==> src/scl_pkg.sv <==
// ----------------------------------------------------------------------------
// scl_pkg
// Shared types and codes for the snooping coherence line controller.
// ----------------------------------------------------------------------------
package scl_pkg;

  localparam int ADDR_W = 16;
  localparam int LEN_W  = 7;
  localparam int ACT_W  = 3;

  localparam logic [ACT_W-1:0] ACT_CPU_RD   = 3'd0;
  localparam logic [ACT_W-1:0] ACT_CPU_WR   = 3'd1;
  localparam logic [ACT_W-1:0] ACT_SNP_RD   = 3'd2;
  localparam logic [ACT_W-1:0] ACT_SNP_RDX  = 3'd3;
  localparam logic [ACT_W-1:0] ACT_SNP_UPD  = 3'd4;

  localparam logic [0:0] REG_PROTOCOL_MODE = 1'b0;

  typedef enum logic [1:0] {
    ST_INVALID  = 2'd0,
    ST_SHARED   = 2'd1,
    ST_MODIFIED = 2'd2
  } line_state_t;

  typedef enum logic [1:0] {
    BUS_NONE = 2'd0,
    BUS_RD   = 2'd1,
    BUS_RDX  = 2'd2,
    BUS_UPD  = 2'd3
  } bus_req_t;

  typedef struct packed {
    logic        status;
    logic        hit;
    bus_req_t    bus_request;
    line_state_t prior_state;
    line_state_t next_state;
  } eval_res_t;

endpackage

==> src/scl_state_mem.sv <==
// ----------------------------------------------------------------------------
// scl_state_mem
// Per-line coherence state memory with a clearing sweep after reset.
// ----------------------------------------------------------------------------
module scl_state_mem #(
  parameter int DEPTH = 1024,
  parameter int IDX_W = $clog2(DEPTH)
) (
  input  logic                      clk,
  input  logic                      rst_n,
  output logic                      clr_busy,
  input  logic                      rd_en,
  input  logic [IDX_W-1:0]          rd_idx,
  output scl_pkg::line_state_t      rd_state,
  input  logic                      wr_en,
  input  logic [IDX_W-1:0]          wr_idx,
  input  scl_pkg::line_state_t      wr_state
);
  import scl_pkg::*;

  line_state_t      mem [DEPTH];
  line_state_t      rd_state_r;
  logic             clr_busy_r;
  logic [IDX_W-1:0] clr_idx_r;

  always_ff @(posedge clk) begin
    if (!rst_n) begin
      clr_busy_r <= 1'b1;
      clr_idx_r  <= '0;
    end else if (clr_busy_r) begin
      clr_idx_r <= clr_idx_r + 1'b1;
      if (clr_idx_r == IDX_W'(DEPTH - 1)) begin
        clr_busy_r <= 1'b0;
      end
    end
  end

  always_ff @(posedge clk) begin
    if (clr_busy_r) begin
      mem[clr_idx_r] <= ST_INVALID;
    end else if (wr_en) begin
      mem[wr_idx] <= wr_state;
    end
    if (rd_en) begin
      rd_state_r <= mem[rd_idx];
    end
  end

  assign clr_busy = clr_busy_r;
  assign rd_state = rd_state_r;

endmodule

==> src/scl_line_eval.sv <==
// ----------------------------------------------------------------------------
// scl_line_eval
// Coherence transition logic: status, hit, bus request and next line state.
// ----------------------------------------------------------------------------
module scl_line_eval (
  input  logic [scl_pkg::ACT_W-1:0] action,
  input  logic                      burst_err,
  input  scl_pkg::line_state_t      prior,
  input  logic                      firefly,
  output scl_pkg::eval_res_t        res
);
  import scl_pkg::*;

  logic hit;

  assign hit = (prior == ST_SHARED) || (prior == ST_MODIFIED);

  always_comb begin
    res             = '0;
    res.prior_state = prior;
    res.next_state  = prior;
    res.hit         = hit;
    res.bus_request = BUS_NONE;
    case (action)
      ACT_CPU_RD, ACT_CPU_WR: begin
        if (burst_err) begin
          res.status = 1'b1;
          res.hit    = 1'b0;
        end else if (hit) begin
          if (action == ACT_CPU_WR && prior == ST_SHARED) begin
            if (firefly) begin
              res.bus_request = BUS_UPD;
            end else begin
              res.bus_request = BUS_RDX;
              res.next_state  = ST_MODIFIED;
            end
          end
        end else if (action == ACT_CPU_WR) begin
          res.bus_request = BUS_RDX;
          res.next_state  = ST_MODIFIED;
        end else begin
          res.bus_request = BUS_RD;
          res.next_state  = ST_SHARED;
        end
      end
      ACT_SNP_RD: begin
        if (prior == ST_MODIFIED) res.next_state = ST_SHARED;
      end
      ACT_SNP_RDX: begin
        if (hit) res.next_state = ST_INVALID;
      end
      ACT_SNP_UPD: begin
        if (firefly && prior == ST_MODIFIED) res.next_state = ST_SHARED;
      end
      default: begin
      end
    endcase
  end

endmodule

==> src/snooping_coherence_line_controller.sv <==
// ----------------------------------------------------------------------------
// snooping_coherence_line_controller
// MSI / Firefly snooping coherence state tracker, one state per memory line.
// ----------------------------------------------------------------------------
// Usage:
//   in_*  : one transaction per CPU read/write or snooped BusRd/BusRdX/BusUpd.
//   out_* : one result transaction per input: status, hit, bus request and
//           the line state before and after.
//   cfg_* : APB register protocol_mode at byte address 0 (0 MSI, 1 Firefly).
// Throughput is one transaction per cycle unless a low out_tready holds
// the pipeline; the state memory is read at acceptance, then the
// transition is evaluated and registered into the result register.
// A transaction to the line written by the one ahead of it takes the new
// state from a forwarding register.
// After reset the state memory is swept to Invalid, one line per cycle, over
// all MEMORY_LINES lines; in_tready stays low during the sweep.
// When out_tready is low the result register and the stage ahead of it hold
// and in_tready drops once both are full.
// LINE_BYTES and MEMORY_LINES are powers of two.
// ----------------------------------------------------------------------------
module snooping_coherence_line_controller #(
  parameter int LINE_BYTES   = 64,
  parameter int MEMORY_LINES = 1024
) (
  input  logic        clk,
  input  logic        rst_n,
  input  logic        in_tvalid,
  output logic        in_tready,
  // [2:0] action, [18:3] byte_address, [25:19] access_length
  input  logic [31:0] in_tdata,
  output logic        out_tvalid,
  input  logic        out_tready,
  // [0] status, [1] hit, [3:2] bus_request, [5:4] prior_state, [7:6] next_state
  output logic [7:0]  out_tdata,
  input  logic        cfg_psel,
  input  logic        cfg_penable,
  input  logic        cfg_pwrite,
  input  logic [2:0]  cfg_paddr,
  input  logic [31:0] cfg_pwdata,
  output logic [31:0] cfg_prdata,
  output logic        cfg_pready
);
  import scl_pkg::*;

  localparam int OFF_W = $clog2(LINE_BYTES);
  localparam int IDX_W = (MEMORY_LINES > 1) ? $clog2(MEMORY_LINES) : 1;
  localparam int SUM_W = ((OFF_W > LEN_W) ? OFF_W : LEN_W) + 1;

  logic [ACT_W-1:0]  in_action;
  logic [ADDR_W-1:0] in_byte_address;
  logic [LEN_W-1:0]  in_access_length;
  logic [ADDR_W-1:0] in_line_num;
  logic [IDX_W-1:0]  in_idx;
  logic              in_acc;

  logic              mode_r;
  logic              s1_v_r;
  logic [ACT_W-1:0]  s1_action_r;
  logic [OFF_W-1:0]  s1_offset_r;
  logic [LEN_W-1:0]  s1_len_r;
  logic [IDX_W-1:0]  s1_idx_r;
  logic              fwd_r;
  line_state_t       fwd_state_r;
  logic              out_v_r;
  eval_res_t         out_res_r;

  logic              clr_busy;
  line_state_t       rd_state;
  line_state_t       prior;
  logic              s1_adv;
  logic              s1_wr;
  logic [SUM_W-1:0]  end_pos;
  logic              burst_err;
  eval_res_t         res;
  logic              cfg_wr;

  assign in_action        = in_tdata[2:0];
  assign in_byte_address  = in_tdata[18:3];
  assign in_access_length = in_tdata[25:19];
  assign in_line_num      = in_byte_address >> OFF_W;
  assign in_idx           = in_line_num[IDX_W-1:0];

  assign s1_adv    = !out_v_r || out_tready;
  assign s1_wr     = s1_v_r && s1_adv;
  assign in_tready = !clr_busy && (!s1_v_r || s1_adv);
  assign in_acc    = in_tvalid && in_tready;

  assign cfg_pready = 1'b1;
  assign cfg_wr     = cfg_psel && cfg_penable && cfg_pwrite && cfg_pready;
  assign cfg_prdata = (cfg_paddr[2] == REG_PROTOCOL_MODE) ? {31'd0, mode_r} : 32'd0;

  always_ff @(posedge clk) begin
    if (!rst_n) begin
      mode_r <= 1'b0;
    end else if (cfg_wr && cfg_paddr[2] == REG_PROTOCOL_MODE) begin
      mode_r <= cfg_pwdata[0];
    end
  end

  scl_state_mem #(
    .DEPTH (MEMORY_LINES),
    .IDX_W (IDX_W)
  ) u_mem (
    .clk      (clk),
    .rst_n    (rst_n),
    .clr_busy (clr_busy),
    .rd_en    (in_acc),
    .rd_idx   (in_idx),
    .rd_state (rd_state),
    .wr_en    (s1_wr),
    .wr_idx   (s1_idx_r),
    .wr_state (res.next_state)
  );

  assign prior     = fwd_r ? fwd_state_r : rd_state;
  assign end_pos   = SUM_W'(s1_offset_r) + SUM_W'(s1_len_r);
  assign burst_err = (s1_len_r != '0) && (end_pos > SUM_W'(LINE_BYTES));

  scl_line_eval u_eval (
    .action    (s1_action_r),
    .burst_err (burst_err),
    .prior     (prior),
    .firefly   (mode_r),
    .res       (res)
  );

  always_ff @(posedge clk) begin
    if (!rst_n) begin
      s1_v_r  <= 1'b0;
      out_v_r <= 1'b0;
    end else begin
      if (in_acc) begin
        s1_v_r <= 1'b1;
      end else if (s1_adv) begin
        s1_v_r <= 1'b0;
      end
      if (s1_adv) begin
        out_v_r <= s1_v_r;
      end
    end
  end

  always_ff @(posedge clk) begin
    if (in_acc) begin
      s1_action_r <= in_action;
      s1_offset_r <= in_byte_address[OFF_W-1:0];
      s1_len_r    <= in_access_length;
      s1_idx_r    <= in_idx;
      fwd_r       <= s1_wr && (s1_idx_r == in_idx);
      fwd_state_r <= res.next_state;
    end
    if (s1_wr) begin
      out_res_r <= res;
    end
  end

  assign out_tvalid = out_v_r;
  assign out_tdata  = {out_res_r.next_state, out_res_r.prior_state,
                       out_res_r.bus_request, out_res_r.hit, out_res_r.status};

endmodule

==> config.mk <==
export PLATFORM = sky130hd
export DESIGN_NAME = snooping_coherence_line_controller
export DESIGN_NICKNAME = d
export VERILOG_FILES = /design/src/scl_pkg.sv /design/src/scl_state_mem.sv /design/src/scl_line_eval.sv /design/src/snooping_coherence_line_controller.sv
export SDC_FILE = /design/constraint.sdc
export NUM_CORES = 2
export LEC_CHECK = 0
export BUFFER_PORTS_ARGS = -buffer_cell sky130_fd_sc_hd__clkbuf_2
export CAP_MARGIN = 20
export CORE_MARGIN = 8
export CORE_UTILIZATION = 43
export CTS_CLUSTER_DIAMETER = 100
export DETAILED_ROUTE_END_ITERATION = 8
export MAX_ROUTING_LAYER = met4
export PLACE_DENSITY_LB_ADDON = 0.12
export SLEW_MARGIN = 10
export SYNTH_ARGS = -nofsm -noshare
export SYNTH_HDL_FRONTEND = slang
export SYNTH_HIERARCHICAL = 1
export SYNTH_SLANG_ARGS = --single-unit
==> constraint.sdc <==
create_clock -name clk -period 37.3 [get_ports clk]
set_clock_uncertainty 0.2 [all_clocks]
set_input_delay 1.865 -clock clk [delete_from_list [all_inputs] [get_ports clk]]
set_output_delay 1.865 -clock clk [all_outputs]
set_load 0.01 [all_outputs]
==> summary.md <==
| Metric | Value |
|---|---|
| Synthesis warning total | 6 |
| Fmax | approximately 130 MHz |
| Worst Max-Slew Pin Slew | around 1.2 ns |
| Synth async-reset ratio | 0% |
| HPWL Detailed | between 100000 and 150000 um |
| Placed inst area | between 80000 and 90000 um2 |
| Startpoint types | flop |
| Global-route wire length before repair | around 350000 um |
| Post-Synth Simple-Gate Area | 6.65% |
| Top-area cell type share of the netlist area | 72.2% |
| CP Capture Type | flop |
| Crit path time final | 7.66 ns |
| Hold_buf cts | 0 |
| Setup Buffers After CTS | 0 |
| Synth Cell Area | around 87000 um2 |
| Vias in the first global route | roughly 48000 |
| # DRC | 0 |
| Fin area | a little under 100000 um2 |
| Post-synthesis xor/xnor area fraction | 0.182% |
| Fin crit share | roughly a fifth |
| Mapped Cells | 5113 |
| LEAKAGE | between 20 and 30 nW |
| WL/cell | 31.2 um |
| Grt ovf | 0 |
| Synth Area in Adders | less than 1% |
| Num rows | 165 |
| Clock-pin slew on the worst setup and hold paths | around 0.060 ns |
| WP data arrival | 7.93 ns |
| Largest family of logic cells by synthesized area | multiplexers |
| Routed vias | 47300 |
| WL final | 249000 um |
| Io pins | 117 |
| Max-slew violations | 0 |
| Layout fillers | roughly 17000 |
| Critical path class | reg2reg |
| Hold/Removal Path Class | reg2reg |
| Max-cap violations | 0 |
| Top cells by area, synth | edfxtp_1 72%, mux4_2 11%, nor2_1 4.6%, mux2i_1 3.1%, o221ai_1 0.94% |
| Routability Congestion | 0.790 |
| Compound-Gate Fraction of Synth Area | ~3.4% |
| Setup TNS | 0 ns |
| Clk Latency, worst-skew pair | between 0.8 and 0.9 ns |
| Final ANT Viol Nets | 0 |
| DRT iter0 DRCs | approximately 5800 |
| Distinct cells, synth | 76 |
| Overall routing resource usage | between 20% and 30% |
| Largest net degree at the start of global routing | between 200 and 250 |
| Pwr per Cell Area | around 50 nW/um2 |
| Final-report setup violation count | 0 |
| Root Buffer | clkbuf_16 |
| Die Wd | about 470 um |
| Mux contribution to synthesized area | between 10% and 20% |
| CTS Buf Count | ~220 |
| Nets@finish | 5201 |
| Share of cells above drive strength 1 | between 15 and 20% |
| Port Buffers | between 40 and 50 |
| Slew HR | around 17% |
| Die Y | 465 um |
| Dominant cell type by area after synthesis | edfxtp_1 |
| Clk sink count | between 2000 and 2500 |
| Layout area overhead | 11.0% |
| Required time worst endpoint | approximately 38 ns |
| Post-DR vias/cell | between 5 and 6 |
| Antenna violations before repair | 28 |
| Sequential share of the synthesized area | roughly 73% |
| Core Region | roughly 200000 um2 |
| Status | finished, final reports clean |
| Initial core utilization | a little over two fifths |
| Most frequent cells in the layout | 2087 x edfxtp_1, 1067 x nor2_1, 416 x mux4_2 |
| Post-CTS sizing | 0 |
| First-pass DRT Iterations | 6 |
| WHS | between 0.3 and 0.4 ns |
| Most used DFF post-synth | edfxtp_1 |
| Peak VDD IR | ~0.048 mV |
| Die area | 217000 um2 |
| Most common cell after layout, fill and taps aside | edfxtp_1 |
| # H-tree levels | 4 |
| Syn Area/Cell | 17.0 um2 |
| EDFF count, synth | ~2100 |
| CTS tree | yes |
| Final hold violations | 0 |
| RSZ-0062 raised after global routing | no |
| Max FO, Critical Path | approximately 230 |
| Flops & latches, synth | 2101 |
| Clock Path Buffers | 3 |
stage by stage:
stage / power (mW) / instances / setup slack [ns] / utilization, %
after floorplan: 2.72 / 5143 / 18.13 / -
after global placement: 2.78 / 7561 / 28.63 / 44.4
after detailed placement: 2.78 / 7564 / 28.63 / 44.4
after CTS: 4.87 / 7973 / 29.56 / 47.8
after global routing: 4.96 / 7979 / 29.17 / 47.8
final: 4.82 / 7981 / 29.64 / 47.8
cell usage after synthesis (all sizes together), types with 3 or more instances:
library cell  count
o21a              5
a31oi            14
nor2b            18
o31ai             6
and3              4
or4               4
a22oi            38
mux2i           267
o221ai           93
o22ai            61
dfxtp            14
nand2b           22
xnor2            15
a21oi            87
o21ai            61
nand4             7
or2               4
mux4            423
or3              14
mux2              8
o32ai             3
nor2           1070
nand2           135
inv              14
a21boi            4
ha               11
nand3b            6
xor2              3
nor3b             9
and2             15
clkbuf          197
a221oi           10
nor4             12
buf             228
o211ai           10
edfxtp         2087
nand3            30
nor3             58
a211oi           14
registers in the layout, indices dropped and copies added (netlist names):
name and cells:
out_tdata 8, fwd_state_r 2, mode_r 1, s1_len_r 7, u_mem/clr_busy 1, u_mem/mem 2048, u_mem/clr_idx_r 10, u_mem/rd_state 2
out_tvalid 1, s1_action_r 3, s1_v_r 1, s1_idx_r 10, fwd_r 1, s1_offset_r 6
worst max-delay path, cell delays in order, from the launching register on:
cell and delay, ns:
edfxtp_1 0.43, ha_1 0.30, a21o_1 0.19, and4_4 0.19
o31a_1 0.25, o2111a_1 0.27, o41ai_2 0.65, nor3_1 0.11
a211oi_1 0.25, a221oi_1 0.13, a21oi_1 0.25, and2_4 0.53
buf_4 0.48, buf_16 0.28, buf_4 0.77, buf_12 0.63
buf_12 0.60
power breakdown:
part	switching, mW	total [mW]	internal [mW]
Clock	0.915	2.09	1.18
Sequential	0.000692	2.56	2.56
Combinational	0.118	0.175	0.0566
metal layers:
layer	routed length [um]	global-route usage [%]	part of all wire, %
met1	105000	31.6	42
met4	5220	5.25	2.1
met5	0	-	0
met2	123000	38.0	50
met3	16100	3.15	6.5
final timing paths:
path                         start                     endpoint  slack (ns)  cells past startpoint
min            s1_v_r$_SDFFE_PN0P_      out_tvalid$_SDFFE_PN0N_        0.33                      1
max reg2reg  s1_len_r[1]$_DFFE_PP_  u_mem/mem[604][1]$_DFFE_PP_       29.64                     16
max          s1_len_r[1]$_DFFE_PP_  u_mem/mem[604][1]$_DFFE_PP_       29.64                     16
min reg2reg    s1_v_r$_SDFFE_PN0P_      out_tvalid$_SDFFE_PN0N_        0.33                      1
cell families after synthesis:
group                      after synthesis
xor gates and xnor gates                18
buffers and inverters                  440
adders and majority gates               12
AOI/OAI and AO/OA                      427
DFF                                   2101
and+or+nand+nor                       1415
other                                    2
muxes                                  698
final cells by class:
cell class | instances | area [um2] | share of cell area (%)
tap | 2672 | 3340 | 3.47
timing repair buffer | 178 | 1430 | 1.48
multi-input combinational | 2602 | 21800 | 22.6
clock buffer | 280 | 5780 | 6.00
inverter | 14 | 58.8 | 0.0610
sequential | 2101 | 63000 | 65.3
clock inverter | 129 | 1020 | 1.06
antenna | 5 | 12.5 | 0.0130
Note: power is estimated with default switching activity, not from simulation.
